**src/sctl_pkg.sv**
```systemverilog
// Shared types and constants for the sorted composition table lookup.
package sctl_pkg;
  localparam int unsigned TABLE_DEPTH = 4096;
  localparam int unsigned MAX_RUN     = 64;
  localparam int unsigned IDX_W       = $clog2(TABLE_DEPTH);
  localparam int unsigned CNT_W       = IDX_W + 1;
  localparam int unsigned RUN_W       = $clog2(MAX_RUN + 1);

  localparam logic [15:0] OP_LR     = 16'h2FF0;
  localparam logic [15:0] OP_TB     = 16'h2FF1;
  localparam logic [15:0] HSURR_LO  = 16'hD800;
  localparam logic [15:0] HSURR_HI  = 16'hDBFF;

  localparam logic [1:0] FUNC_INSERT = 2'd0;
  localparam logic [1:0] FUNC_QUERY  = 2'd1;
  localparam logic [1:0] FUNC_CLEAR  = 2'd2;

  localparam logic [2:0] ST_INSERTED = 3'd0;
  localparam logic [2:0] ST_FULL     = 3'd1;
  localparam logic [2:0] ST_BAD_OP   = 3'd2;
  localparam logic [2:0] ST_MATCH    = 3'd3;
  localparam logic [2:0] ST_NO_MATCH = 3'd4;
  localparam logic [2:0] ST_REJECTED = 3'd5;
  localparam logic [2:0] ST_CLEARED  = 3'd6;

  typedef enum logic [1:0] {
    CMD_INSERT,
    CMD_QUERY,
    CMD_CLEAR,
    CMD_REPLY
  } cmd_e;

  // classified command from front to back
  typedef struct packed {
    cmd_e        cmd;
    logic [2:0]  status;   // for CMD_REPLY
    logic [32:0] key;
    logic [31:0] ch;
  } cmd_t;

  typedef struct packed {
    logic [2:0]  status;
    logic [31:0] ch;
    logic        trunc;
    logic        last;
  } res_t;
endpackage

```
**src/sctl_front.sv**
```systemverilog
// Front end: accepts input transfers, validates and classifies them.
module sctl_front import sctl_pkg::*; (
  input  logic        clk_i,
  input  logic        rst_ni,
  input  logic        valid_i,
  output logic        ready_o,
  input  logic [1:0]  func_i,
  input  logic [7:0]  rec_operator_i,
  input  logic [15:0] op_unit_i,
  input  logic [15:0] left_unit_i,
  input  logic        left_empty_i,
  input  logic [15:0] right_unit_i,
  input  logic        right_empty_i,
  input  logic [31:0] char_in_i,
  output logic        cmd_valid_o,
  input  logic        cmd_ready_i,
  output cmd_t        cmd_o
);
  localparam int unsigned QD = 2;

  cmd_t       q_mem [QD];
  logic       wp_q, rp_q;
  logic [1:0] cnt_q;
  cmd_t       c;
  logic       push, pop, bad_unit;

  function automatic logic surr(input logic [15:0] u);
    surr = (u >= HSURR_LO) && (u <= HSURR_HI);
  endfunction

  assign bad_unit = left_empty_i || right_empty_i || surr(left_unit_i) || surr(right_unit_i);

  always_comb begin
    c.cmd    = CMD_REPLY;
    c.status = ST_CLEARED;
    c.key    = {1'b0, left_unit_i, right_unit_i};
    c.ch     = char_in_i;
    case (func_i)
      FUNC_INSERT: begin
        if (rec_operator_i > 8'd1) c.status = ST_BAD_OP;
        else begin
          c.cmd = CMD_INSERT;
          c.key[32] = rec_operator_i[0];
        end
      end
      FUNC_QUERY: begin
        if ((op_unit_i != OP_LR && op_unit_i != OP_TB) || bad_unit) c.status = ST_REJECTED;
        else begin
          c.cmd = CMD_QUERY;
          c.key[32] = op_unit_i[0];
        end
      end
      FUNC_CLEAR: c.cmd = CMD_CLEAR;
      default: c.cmd = CMD_REPLY;
    endcase
  end

  assign ready_o     = (cnt_q != 2'(QD));
  // func 3 is dropped without a result
  assign push        = valid_i && ready_o && (func_i != 2'd3);
  assign cmd_valid_o = (cnt_q != 2'd0);
  assign pop         = cmd_valid_o && cmd_ready_i;
  assign cmd_o       = q_mem[rp_q];

  always_ff @(posedge clk_i) begin
    if (push) q_mem[wp_q] <= c;
  end

  always_ff @(posedge clk_i or negedge rst_ni) begin
    if (!rst_ni) begin
      wp_q <= 1'b0; rp_q <= 1'b0; cnt_q <= 2'd0;
    end else begin
      if (push) wp_q <= ~wp_q;
      if (pop)  rp_q <= ~rp_q;
      cnt_q <= cnt_q + 2'(push) - 2'(pop);
    end
  end
endmodule

```
**config.mk**
```make
export PLATFORM = sky130hd
export DESIGN_NAME = sctl_front
export DESIGN_NICKNAME = d
export VERILOG_FILES = /design/src/sctl_pkg.sv /design/src/sctl_front.sv
export SDC_FILE = /design/constraint.sdc
export NUM_CORES = 1
export LEC_CHECK = 0
export CAP_MARGIN = 40
export CORE_UTILIZATION = 55
export DETAILED_ROUTE_END_ITERATION = 16
export DONT_BUFFER_PORTS = 1
export GPL_ROUTABILITY_DRIVEN = 1
export GPL_TIMING_DRIVEN = 0
export PLACE_DENSITY = 0.79
export SYNTH_ARGS = -nofsm -noshare
export SYNTH_HDL_FRONTEND = slang
export SYNTH_SLANG_ARGS = --single-unit
```
**constraint.sdc**
```tcl
create_clock -name clk_i -period 4.07 [get_ports clk_i]
set_input_delay 0.814 -clock clk_i [delete_from_list [all_inputs] [get_ports clk_i]]
set_output_delay 0.814 -clock clk_i [all_outputs]
set_load 0.02 [all_outputs]
```
==> results by stage <==
Status:
- The flow ran to the end, and the final reports show no timing, DRC or antenna violations.

STA:
- The share of the clock period used by the worst path after layout is 0.6832.
- In this run the tightest slew margin relative to its limit is 0.6106.
- The count of final max-slew check failures is 0.
- The maximum clock skew at final layout is just under 0.007 ns.
- The count of final hold-check violations is 0.
- The worst path in the final design needs a cycle of roughly 2.8 ns, including I/O delays and setup.
- Setup repair after global routing left no endpoint under its margin.
- The setup violation total in the final timing report is 0.
- At the pin with the least slew margin, the transition time is 0.5763 ns.
- The top achievable clock speed is roughly 360 MHz.

Synth:
- Counting every net in the synthesized netlist gives 362.
- The fraction of the mapped netlist area in compound gates came to 0.005513.
- The post-synthesis instance area is 0.005446 sq mm.
- The Yosys step of the flow raised 0 warnings.
- In the synthesized netlist the dominant register cell turns out to be sky130_fd_sc_hd__edfxtp_1.
- By area the synthesized netlist is led by sky130_fd_sc_hd__edfxtp_1, sky130_fd_sc_hd__mux2_2, sky130_fd_sc_hd__dfrtp_1.
- The portion of synthesized area spent on multiplexers is 0.1447.
- A synthesized cell averages slightly above 20 sq um.
- The synthesized-area fraction occupied by and/or/nand/nor cells is 0.03928.
- The post-synthesis xor/xnor area fraction is 0.006432.
- The sequential fraction of the synthesis area is 0.7903.
- Counting instances in the post-synthesis netlist gives the leading cell types as sky130_fd_sc_hd__edfxtp_1, sky130_fd_sc_hd__mux2_2, sky130_fd_sc_hd__buf_2.
- The adder-cell share of the synthesized area is 0.004595.
- By area, the combinational part of the netlist is dominated by multiplexers.
- Summed over all instances, the cell type with the most area after synthesis is sky130_fd_sc_hd__edfxtp_1.
- After technology mapping, the gate count stands at 264.
- In this run, synthesis inferred 140 flip-flops with an integrated enable.
- The post-synthesis register bit count is 144.
- The share of the synthesized area in the top cell type is 0.7719.
- The number of library cell types mapped by synthesis is 30.
- The most frequently used cell type in the post-synthesis netlist is sky130_fd_sc_hd__edfxtp_1.
- The share of async-settable or async-resettable flops after synthesis is 0.02778.

Route:
- The routed wirelength normalized by instance count is 21.58 microns.
- Summed over all nets, wire length on met3 after detailed routing comes to 852 microns.
- The met2 wire length is 5218 microns.
- Signal routing reaches up to met4.
- The number of DRC markers after the initial detailed-route iteration is 61.
- In the routed design, unresolved DRC markers number 0.
- For this block, wires on met1 add up to 3091 microns.
- The number of optimization iterations in the first detailed-route pass is 4.
- Dividing the detail-routed via count by the number of cells gives 5.749.
- After detailed routing, the total wire length is 9281 microns.
- The count of antenna-violating nets left after detailed routing is 0.
- Summing over every cut layer, the via total after detailed routing is 2,472.

Global routing:
- Across every metal layer, demand over resource in global routing totals 0.1862.
- The number of antenna violations at the first check in global routing is 1.
- The first global-routing pass estimated about 14,000 microns of wire.
- The number of global-route vias before repair is 2,658.
- The pin count of the biggest net entering global routing is 32.
- The sum of overflow across all layers after global routing is 0.

Worst setup path:
- Data on the critical path is required at its endpoint by 3.26 ns.
- The buffering stage count on the worst path with inverters included is 2.
- The startpoint-to-endpoint class of the critical path is reg2out.
- Traced cell by cell, the critical path runs through clkbuf_1 > buf_2 > mux2_2.
- The launching element type of the critical path is a flip-flop.
- The destination of the worst register-to-register timing path is cnt_q[1].
- The most critical setup path has its endpoint at cmd_o[47].
- Tracing the worst setup path back leads to its startpoint at rp_q.
- The beginning of the worst register-to-register path is cnt_q[0].
- The worst-case register-to-register setup slack is between 2 and 2.5 ns.
- The worst setup path is captured at a primary output.
- The data arrival time of the critical path is 1.97 ns.
- On the worst path, the slowest cell contributes a delay of 0.44 ns.
- The number of cells on the worst reg-to-reg path is 7.
- The number of cells on the critical path is 3.
- The cell with the largest stage delay on the worst path is sky130_fd_sc_hd__mux2_2.
- In this design, the largest share of critical-path delay is due to buffers and inverters.
- The largest driver fanout on the critical path is 10.

CTS:
- CTS saw 144 sinks.
- After clock tree synthesis, the clock-pin slew on the worst setup and hold paths is 0.06 ns.
- The tree is rooted in a sky130_fd_sc_hd__clkbuf_8.
- TritonCTS built the clock tree.
- The H-tree was split into 4 levels.
- The number of CTS-inserted buffers is 17.
- The number of buffers on the longest clock path is 2.
- At the later pin of the worst-skew pair, clock insertion delay measures 0.50 ns.
- Buffers added to address setup during post-CTS repair amount to 0.

Finish:
- Of the cells placed in the final design, the portion with a size suffix greater than 1 is 0.3900.
- Once layout is complete, the cells apart from fillers number 430.
- The growth of design area from synthesis to finish is 15.64%.
- The number of filler cells placed in the layout is ~630.
- The multi-input combinational cells in the finished layout cover a total of 0.001107 sq mm.
- After routing the design area is about 0.0063 sq mm.
- The area taken by flip-flops and latches is 0.004304 sq mm.
- The number of nets in the layout is between 300 and 400.

Placement:
- The congestion estimate from routability-driven global placement came to approximately 0.8.
- Port buffering added 0 buffers.
- The HPWL after detailed placement is 6400 microns.
- The instance area after placement is 0.005703 sq mm.
- The cell total after placement is 397.

Power and ir drop:
- The reported leakage power is 2.059 nW.
- Dividing total power by cell area gives a power density of 760.3 mW/mm^2.
- The maximum vdd ir drop is roughly 0.42 mV.

Die:
- In this run the horizontal extent of the chip is 101.5 microns.
- The die covers 0.01030 sq mm.
- For this configuration, the core starts out at a cell density of 0.5785.
- For this design the top-level I/O count stands at roughly 170.
- The height of the chip is 101.5 microns.
- Row generation in the floorplan step produced 35 rows.
- The total area inside the core boundary comes to 0.009415 sq mm.

Worst hold path:
- The start point of the worst hold path is right_unit_i[12].
- The min-delay analysis places its worst path in the category in2reg.

Run:
- Across the run, the number of max-cap violations was 0.
[layout make-up]
cell class	instances	area share
Clock inverter	12	0.02563
Clock buffer	19	0.06694
Tap cell	129	0.02563
Buffer	8	0.006158
Sequential cell	144	0.6834
Multi-Input combinational cell	109	0.1758
Inverter	3	0.001788
Antenna cell	1	0.0003973
Timing Repair Buffer	5	0.01430
[where the power goes]
part / switching (mW) / leakage (nW) / internal (mW) / total (mW)
clock: 0.573 / 0.277 / 0.936 / 1.51
sequential: 0.0656 / 1.33 / 1.94 / 2.01
combinational: 0.840 / 0.449 / 0.434 / 1.27
[layout by cell type, fill, tap and decap left out, drive strengths merged, types with 3 or more instances in the layout]
cell type  instances
nand2              3
mux2              70
bufinv             3
clkinv             5
xnor2              3
clkbuf            20
buf               11
dfrtp              4
edfxtp           140
inv                5
nand4              4
nand3              4
[timing repair]
item                                   4_1_cts  5_1_grt
gates resized for setup                      0        0
hold buffers                                 1        0
endpoints found under the hold margin        4        0
[cell families after synthesis]
family	count (synthesis)
flops	144
simple gates	28
compound gates	5
fa+ha+maj	2
buf+inv	11
mux	70
xor+xnor	4
[sequential cells by signal, summed over array words and instances, names as in the netlist]
name	flops
cnt_q	2
rp_q	1
wp_q	1
q_mem	140
[metal layers]
layer / up-vias / track usage
met5: - / 0
met4: 0 / 0.07469
met3: 7 / 0.08144
met2: 125 / 0.3451
met1: 1240 / 0.1789
li1: 1100 / -
[worst register-to-register path: stages, from the launching register on]
cell and delay, ns:
sky130_fd_sc_hd__dfrtp_1 0.37, sky130_fd_sc_hd__nand2b_1 0.28, sky130_fd_sc_hd__nand3_1 0.33, sky130_fd_sc_hd__ha_1 0.40, sky130_fd_sc_hd__inv_1 0.04, sky130_fd_sc_hd__ha_1 0.18, sky130_fd_sc_hd__xnor2_1 0.20, sky130_fd_sc_hd__xnor2_1 0.15
[worst min path at each step]
stage               cells after the start           end
floorplan                               1      cnt_q[1]
global placement                        1          wp_q
detailed placement                      1      cnt_q[1]
CTS                                     0  q_mem[1][50]
global route                            0  q_mem[0][48]
finish                                  0  q_mem[1][44]
[metrics by stage]
step	power [mW]	setup WS (ns)	utilization	setup TNS [ns]	hold slack, ns
3_3_place_gp	3.278	-1.852	0.5956	-258.69	0.4824
5_1_grt	4.976	1.090	0.6690	0	0.3722
2_1_floorplan	3.095	-0.3981	-	-55.74	0.4604
6_report	4.789	1.289	0.6690	0	0.4062
3_5_place_dp	3.329	1.802	0.6057	0	0.4926
4_1_cts	4.846	1.213	0.6687	0	0.3813
(Power assumes the default switching activity.)
